--- config.mk ---
export PLATFORM = sky130hd
export DESIGN_NAME = phtt_ctrl
export DESIGN_NICKNAME = d
export VERILOG_FILES = /design/src/pointer_handle_translation_table_assert.svh /design/src/phtt_pkg.sv /design/src/phtt_ctrl.sv
export SDC_FILE = /design/constraint.sdc
export NUM_CORES = 1
export LEC_CHECK = 0
export BUFFER_PORTS_ARGS = -buffer_cell sky130_fd_sc_hd__clkbuf_2
export CAP_MARGIN = 20
export CELL_PAD_IN_SITES_DETAIL_PLACEMENT = 0
export CELL_PAD_IN_SITES_GLOBAL_PLACEMENT = 1
export CORE_AREA = 10 10 47 49
export DETAILED_ROUTE_END_ITERATION = 6
export DIE_AREA = 0 0 57 59
export PLACE_DENSITY = 0.45
export SLEW_MARGIN = 30
export SYNTH_ARGS = -nofsm -noshare
export SYNTH_HDL_FRONTEND = slang
export SYNTH_SLANG_ARGS = --single-unit
--- constraint.sdc ---
create_clock -name clk_i -period 1.35 [get_ports clk_i]
set_input_delay 0.2025 -clock clk_i [delete_from_list [all_inputs] [get_ports clk_i]]
set_output_delay 0.2025 -clock clk_i [all_outputs]
set_load 0.005 [all_outputs]
--- src/pointer_handle_translation_table_assert.svh ---
// Assertion macros used by the translation table datapath.
`ifndef POINTER_HANDLE_TRANSLATION_TABLE_ASSERT_SVH
`define POINTER_HANDLE_TRANSLATION_TABLE_ASSERT_SVH

// Same-cycle implication, disabled while reset is asserted.
`define PHTT_ASSERT_IMPL(lbl, clk, rstn, ante, cons) \
  lbl: assert property (@(posedge clk) disable iff (!rstn) (ante) |-> (cons)) \
    else $error("phtt: assertion failed");

// Next-cycle implication, disabled while reset is asserted.
`define PHTT_ASSERT_NEXT(lbl, clk, rstn, ante, cons) \
  lbl: assert property (@(posedge clk) disable iff (!rstn) (ante) |=> (cons)) \
    else $error("phtt: assertion failed");

`endif

--- src/phtt_pkg.sv ---
package phtt_pkg;

  // Table geometry and field widths.
  localparam int unsigned TableEntriesDef = 64;
  localparam int unsigned FuncW           = 2;
  localparam int unsigned ValueW          = 64;
  localparam int unsigned StatusW         = 3;
  localparam int unsigned IndexW          = 23;
  localparam int unsigned HandleW         = 32;
  localparam int unsigned InTdataW        = 72;
  localparam int unsigned OutTdataW       = 72;

  // Handle pattern: marker nibbles at both ends, index at bit 4.
  localparam logic [HandleW-1:0] HandleMark = 32'hF000000F;
  localparam logic [IndexW-1:0]  IndexMask  = 23'h7FFFFF;
  localparam logic [IndexW-1:0]  IndexReset = 23'd1;

  // Configuration port.
  localparam int unsigned PaddrW      = 3;
  localparam int unsigned PdataW      = 32;
  localparam logic        RegIdxEnable = 1'b0;

  typedef enum logic [FuncW-1:0] {
    FUNC_V2H     = 2'd0,
    FUNC_H2V     = 2'd1,
    FUNC_V2H_DEL = 2'd2
  } func_e;

  typedef enum logic [StatusW-1:0] {
    ST_PASS  = 3'd0,
    ST_ONES  = 3'd1,
    ST_FOUND = 3'd2,
    ST_ALLOC = 3'd3,
    ST_MISS  = 3'd4,
    ST_FULL  = 3'd5,
    ST_OFF   = 3'd6
  } status_e;

  typedef enum logic [2:0] {
    FSM_CLEAR,
    FSM_IDLE,
    FSM_SCAN,
    FSM_RESOLVE,
    FSM_DONE
  } fsm_state_e;

  // One table slot as stored in memory.
  typedef struct packed {
    logic              valid;
    logic [ValueW-1:0] value;
    logic [IndexW-1:0] sidx;
  } slot_t;

  // Commands from the controller to the datapath.
  typedef struct packed {
    logic accept;
    logic clear_step;
    logic scan_step;
    logic resolve;
    logic load_out;
  } phtt_cmd_t;

  // Status from the datapath to the controller.
  typedef struct packed {
    logic clear_last;
    logic scan_done;
    logic immediate;
    logic out_free;
  } phtt_sts_t;

  // Handle that belongs to a slot index.
  function automatic logic [HandleW-1:0] handle_of(logic [IndexW-1:0] idx);
    handle_of = HandleMark | {5'b0, idx & IndexMask, 4'b0};
  endfunction

endpackage

--- src/phtt_ctrl.sv ---
module phtt_ctrl import phtt_pkg::*; (
  input  logic      clk_i,
  input  logic      rst_ni,
  input  logic      in_valid_i,
  output logic      in_ready_o,
  input  phtt_sts_t sts_i,
  output phtt_cmd_t cmd_o
);

  fsm_state_e state_q, state_d;

  // Next state.
  always_comb begin
    state_d = state_q;
    case (state_q)
      FSM_CLEAR: begin
        if (sts_i.clear_last) begin
          state_d = FSM_IDLE;
        end
      end
      FSM_IDLE: begin
        if (in_valid_i) begin
          state_d = sts_i.immediate ? FSM_DONE : FSM_SCAN;
        end
      end
      FSM_SCAN: begin
        if (sts_i.scan_done) begin
          state_d = FSM_RESOLVE;
        end
      end
      FSM_RESOLVE: begin
        state_d = FSM_DONE;
      end
      FSM_DONE: begin
        if (sts_i.out_free) begin
          state_d = FSM_IDLE;
        end
      end
      default: begin
        state_d = FSM_CLEAR;
      end
    endcase
  end

  // Commands.
  always_comb begin
    cmd_o      = '0;
    in_ready_o = 1'b0;
    case (state_q)
      FSM_CLEAR: begin
        cmd_o.clear_step = 1'b1;
      end
      FSM_IDLE: begin
        in_ready_o   = 1'b1;
        cmd_o.accept = in_valid_i;
      end
      FSM_SCAN: begin
        cmd_o.scan_step = 1'b1;
      end
      FSM_RESOLVE: begin
        cmd_o.resolve = 1'b1;
      end
      FSM_DONE: begin
        cmd_o.load_out = sts_i.out_free;
      end
      default: begin
        cmd_o = '0;
      end
    endcase
  end

  always_ff @(posedge clk_i or negedge rst_ni) begin
    if (!rst_ni) begin
      state_q <= FSM_CLEAR;
    end else begin
      state_q <= state_d;
    end
  end

endmodule

### Word-level counts from Yosys, hierarchy flattened

Cells that the tools add are included.

* register bits: 3
* output and inout port bits: 6
* word-level logic and storage cells: 23

* equal/unequal tests: 8
* mux-type cells: 12
* reductions and logical operators: 2

Operator list (count)
* $mux W3: 5
* $pmux W3 S5: 1
* $ne A2 B2 Y1 const B: 4
* $eq A3 B2 Y1 const B: 2
* $mux W1: 6
* $reduce_and A4 Y1: 1
* $eq A3 B1 Y1 const B: 1
* $eq A3 B3 Y1 const B: 1
* $logic_not A3 Y1: 1

### Depth between registers and ports, before layout

Gate-level depths: netlist of run 1.

* word-level depth: 3
* mapped depth: 3
* gate-level depth less buffers: 3

### Least setup slack after synthesis of run 1

Ideal clock, no wire load.

* path kind: register -> register
* start: reg state_q[1]
* end: reg state_q[0]
* library setup time: 0.131 ns
* arrival: 1.008 ns
* data required time: 1.219 ns
* path slack: 0.210 ns
* cell stages (with the launch flop): 4
* clock period less this slack: 1.140 ns
* path through: dfrtp_1 -> nor2_1 -> and3_4 -> or3_1

* longest elaborated chain between the ends: 3
* elaborated cells on any way between the ends: 11
* classes of those cells: 8 x eq/ne; 1 x mux; 2 x reduce/logical

RTL lines
* start, declared: RTL line phtt_ctrl.sv:10 `fsm_state_e state_q, state_d;`
* start signal, assigned: RTL line phtt_ctrl.sv:76 `state_q <= state_d;`
* $eq A3 B2 Y1, or another cell as far along: RTL line phtt_ctrl.sv:15 `case (state_q)`
* $ne A2 B2 Y1 (no line)
* $reduce_and A4 Y1 (no line)

Parallel ways exist; a longest one is shown, timed or not.
A chain may end at the register's enable or synchronous reset.

==> results of run 1 <==
-- logic make-up (layout without fill, tap and decap cells) --
family                 count (synthesis)  count (layout)  synth area share
and+or+nand+nor                       14              14             0.427
DFF                                    3               3             0.400
AOI/OAI and AO/OA                      4               4             0.133
buffers and inverters                  2              25            0.0400
-- power breakdown --
| group | switching, mW | total (mW) | internal, mW | leakage, nW |
|---|---|---|---|---|
| registers | 0.0767 | 0.214 | 0.137 | 0.0346 |
| logic | 0.202 | 0.479 | 0.277 | 0.143 |
| clock network | 0.0541 | 0.165 | 0.111 | 0.0150 |
-- worst paths after layout --
path / start / to / slack, ps / cells past startpoint
worst max-delay path: state_q[0] / cmd_o[2] / -9 / 3
worst min-delay path: sts_i[0] / state_q[2] / 180 / 2
worst max register to register: state_q[1] / state_q[0] / 110 / 4
worst min register to register: state_q[2] / state_q[1] / 590 / 2
max in group asynchronous: rst_ni / state_q[0] / 940 / 2
min in group asynchronous: rst_ni / state_q[1] / 290 / 2
-- metal layers --
metal / vias up / global-route usage / part of all wire
met2: 12 / 0.0760 / 0.46
met3: 5 / 0.0322 / 0.084
met5: - / 0 / 0
met1: 125 / 0.0521 / 0.39
met4: 0 / 0.0906 / 0.067
li1: 128 / - / -
-- synth_stat cells --
library cell  count  area [um2]
a2111oi_0         1        8.76
a21oi_1           2        10.0
and3_4            1        11.3
dfrtp_1           3        75.1
inv_1             2        7.51
nand2_1           1        3.75
nand2b_1          1        6.26
nand4_1           1        6.26
nor2_1            5        18.8
nor3_1            1        5.00
nor3b_1           2        15.0
o22ai_1           1        6.26
or2b_1            1        7.51
or3_1             1        6.26
-- area by class of cell --
| cell class | instances | share of cell area |
|---|---|---|
| Multi-Input combinational cell | 18 | 0.361 |
| Inverter | 2 | 0.0188 |
| Clock buffer | 4 | 0.0658 |
| Tap cell | 16 | 0.0502 |
| Timing Repair Buffer | 19 | 0.307 |
| Sequential cell | 3 | 0.197 |
-- what timing repair did --
action | CTS | global route
buffers inserted | 7 | 0
pin swaps | 0 | 2
hold buffers | 1 | 0
resized for setup | 5 | 11
endpoints found under the setup margin | 5 | 5
endpoints found under the hold margin | 3 | 0
-- stage by stage --
stage	TNS, ps	hold WS, ps	power, mW
after CTS	0	179	0.803
after global routing	-115	184	0.954
after floorplan	0	-93.1	0.336
after global placement	0	2.06	0.466
final	-9.22	177	0.858
after detailed placement	0	0.918	0.466
==> results.json, run 1 <==
{
  "port_buffers": 12,
  "place_area_um2": 268,
  "clk_pin_slew_worst_paths_ps": 40,
  "drive_gt1_frac": 0.674,
  "fillCellCount": 169,
  "final_cell_mix": "clkbuf_2 (10), buf_4 (4), nor2_1 (3), clkbuf_4 (3), dfrtp_2 (3)",
  "cts_tree": "yes",
  "grt_util_all_layers": 0.0583,
  "setup_violations": 1,
  "fmax_mhz": 736,
  "std_cell_rows": 14,
  "insertion_delay_ps": 240,
  "vias_per_cell": 4.35,
  "drv_cap": 0,
  "wl_um": 765,
  "dr.first_iter.drc_count": 1,
  "synth_seq_area_share": 0.400,
  "vdd_drop_max_v": 0.000611,
  "preCtsSetupSlack_ps": 93.6,
  "design.core.area_um2": 1400,
  "synthCells": 23,
  "setup_ws_ps": -9.22,
  "path_cells": "or2b_1 -> nor2_1 -> buf_2",
  "skew_ps": 2.79,
  "final_common_cell": "clkbuf_2",
  "ys_ff_latch": 3,
  "drc": 0,
  "diodes": 0,
  "yosys_warnings": 0,
  "endpoint_kind": "primary output",
  "drv_slew": 0,
  "largest_reg_flops": 3,
  "cpPeakStageDelay_ps": 460,
  "grt_pass1_vias": 316,
  "place_inst": 51,
  "slowest_stage": "dfrtp_2",
  "avgSynthCellArea_um2": 8.16,
  "syn_area_um2": 188,
  "worstPathMaxFanout": 5,
  "relSlewSlack": 0.809,
  "p_per_area_nw_per_um2": 2150,
  "crit_family": "flip-flops",
  "die-area_um2": 3360,
  "nNetsFinal": 54,
  "cts_made_buffers": 3,
  "status": "finished with violations",
  "cts_root_buf": "clkbuf_4",
  "fin_crit_ps": 1360,
  "antenna_found_initial": 0,
  "timing.critical_path.buf_inv": 1,
  "grt_max_degree": 6,
  "via_count": 270,
  "design_area_um2": 399,
  "finalHoldViolCount": 0,
  "hpwlAfterDp_um": 505,
  "die_w_um": 57,
  "rsz0062_at_grt": "true",
  "multiInputGateArea_um2": 144,
  "ys_types": 14,
  "synthToLayoutAreaGrowth_pct": 113,
  "tightestPinTransition_ps": 286,
  "wl_per_cell_um": 12.3,
  "fin_util": 0.285,
  "cellLeakagePower_nw": 0.192,
  "regArea_um2": 78.8,
  "grt_pass1_wl_um": 1390,
  "crit_required_ps": 1150,
  "top_regs": "state_q x3",
  "grt-ovfl-total": 0,
  "cp-start-kind": "flip-flop",
  "cts.htree.levels": 1,
  "arrival_ps": 1160,
  "fin_crit_sh": 1.01,
  "fp.dieH_um": 59,
  "violations": "negative setup slack",
  "clk_path_buf_depth": 2,
  "critPathKind": "reg2out",
  "start_util": 0.134,
  "post_layout_nonfiller_instances": 62,
  "drt_pass1_iterations": 2,
  "syn_nets": 30,
  "ios": 13,
  "hold_class": "in2reg",
  "clock_sinks": 3,
  "largest-register": "state_q",
  "antenna_left": 0,
  "place.gp.congestion": 0.714
}
Note: power is estimated with default switching activity, not from simulation.
==> inputs of run 2 (changes only) <==
==> constraint.sdc (replaced) <==
create_clock -name clk_i -period 1.35 [get_ports clk_i]
set_input_delay 0.2025 -clock clk_i [delete_from_list [all_inputs] [get_ports clk_i]]
set_output_delay 0.2025 -clock clk_i [all_outputs]
set_load 0.1 [all_outputs]
==> run 2 against run 1 <==
  * The run still ends with negative setup slack left
  * Register-to-register slack lost 50 ps
  * Largest cell class is now non-clock buffers
  * Critical path depth unchanged
  * Die area unchanged
==> results.json, run 2 (synthesis gave the netlist of run 1 again) <==
{
  "status": "finished with violations",
  "violations": "negative setup slack",
  "place.gp.congestion": 0.761,
  "clk_path_buf_depth": 2,
  "via_count": 268,
  "grt_pass1_wl_um": 1280,
  "grt_util_all_layers": 0.0479,
  "cts.htree.levels": 1,
  "fin_crit_sh": 1.08,
  "largest-register": "state_q",
  "final_common_cell": "buf_4",
  "die-area_um2": 3360,
  "grt_pass1_vias": 288,
  "drv_cap": 0,
  "cts_root_buf": "clkbuf_4",
  "fmax_mhz": 685,
  "antenna_found_initial": 0,
  "setup_ws_ps": -110,
  "drc": 0,
  "port_buffers": 12,
  "regArea_um2": 78.8,
  "critPathKind": "reg2out",
  "rsz0062_at_grt": "true",
  "design.core.area_um2": 1400,
  "hpwlAfterDp_um": 614,
  "tightestPinTransition_ps": 318,
  "dr.first_iter.drc_count": 0,
  "wl_um": 810,
  "top_regs": "state_q x3",
  "crit_required_ps": 1150,
  "cts_tree": "yes",
  "antenna_left": 0,
  "final_cell_mix": "buf_4 (7), clkbuf_2 (6), buf_12 (6)",
  "diodes": 0,
  "ios": 13,
  "nNetsFinal": 56,
  "fillCellCount": 148,
  "setup_violations": 4,
  "multiInputGateArea_um2": 160,
  "largest_reg_flops": 3,
  "hold_class": "in2reg",
  "cp-start-kind": "flip-flop",
  "relSlewSlack": 0.782,
  "grt-ovfl-total": 0,
  "drt_pass1_iterations": 1,
  "wl_per_cell_um": 12.7,
  "clock_sinks": 3,
  "skew_ps": 0.994,
  "insertion_delay_ps": 230,
  "grt_max_degree": 6,
  "fin_crit_ps": 1460,
  "start_util": 0.134,
  "place_inst": 53,
  "synthToLayoutAreaGrowth_pct": 175,
  "fp.dieH_um": 59,
  "drv_slew": 0,
  "worstPathMaxFanout": 5,
  "clk_pin_slew_worst_paths_ps": 40,
  "std_cell_rows": 14,
  "cts_made_buffers": 3,
  "finalHoldViolCount": 0,
  "post_layout_nonfiller_instances": 64,
  "endpoint_kind": "primary output",
  "die_w_um": 57,
  "drive_gt1_frac": 0.729,
  "arrival_ps": 1260,
  "vias_per_cell": 4.19
}
[run 2: cell type report]
type / instances / area share
multi-input cells: 18 / 0.310
well taps: 16 / 0.0387
clock buffers: 4 / 0.0508
repair buffers: 21 / 0.433
inverters: 2 / 0.0145
flip-flops and latches: 3 / 0.153
[run 2: layer usage]
layer | wire length, um | track usage
met1 | 288 | 0.0380
met2 | 474 | 0.0946
met5 | 0 | 0
met4 | 0 | 0.0302
met3 | 47 | 0.0193
[run 2: repair_timing]
action,CTS,global route
gates resized for setup,1,4
endpoints found under the setup margin,6,6
pin swaps,3,2
cloned,0,0
setup buffers,5,1
hold endpoints to repair,3,0
hold buffers,1,0
[run 2: critical path: stages, from the launching register on]
cell     delay [ps]
dfrtp_2         440
or2b_1          280
nor2_4          120
buf_12          180
[run 2: worst paths after layout]
path	start	end	slack, ps	cells past startpoint
min in group asynchronous	rst_ni	state_q[2]	300	2
worst max-delay path	state_q[0]	cmd_o[2]	-110	3
worst max register to register	state_q[1]	state_q[0]	60	4
worst min-delay path	sts_i[0]	state_q[2]	190	2
max in group asynchronous	rst_ni	state_q[1]	920	2
worst min register to register	state_q[2]	state_q[1]	610	2
[run 2: metrics by stage]
stage | hold WS [ps] | setup TNS [ps] | area, um2 | util | worst slack (ps)
floorplan | -93.1 | -1100 | 234 | - | -322
global placement | 1.30 | 0 | 419 | 0.299 | 91.8
detailed placement | 2.57 | 0 | 419 | 0.299 | 62.1
CTS | 186 | -409 | 495 | 0.354 | -122
global route | 190 | -575 | 517 | 0.369 | -167
finish | 191 | -318 | 517 | 0.369 | -110
Power of run 2 is left out: the tool's default activity adds up to more than one toggle a clock period on the data nets, which glitch-free logic cannot reach.
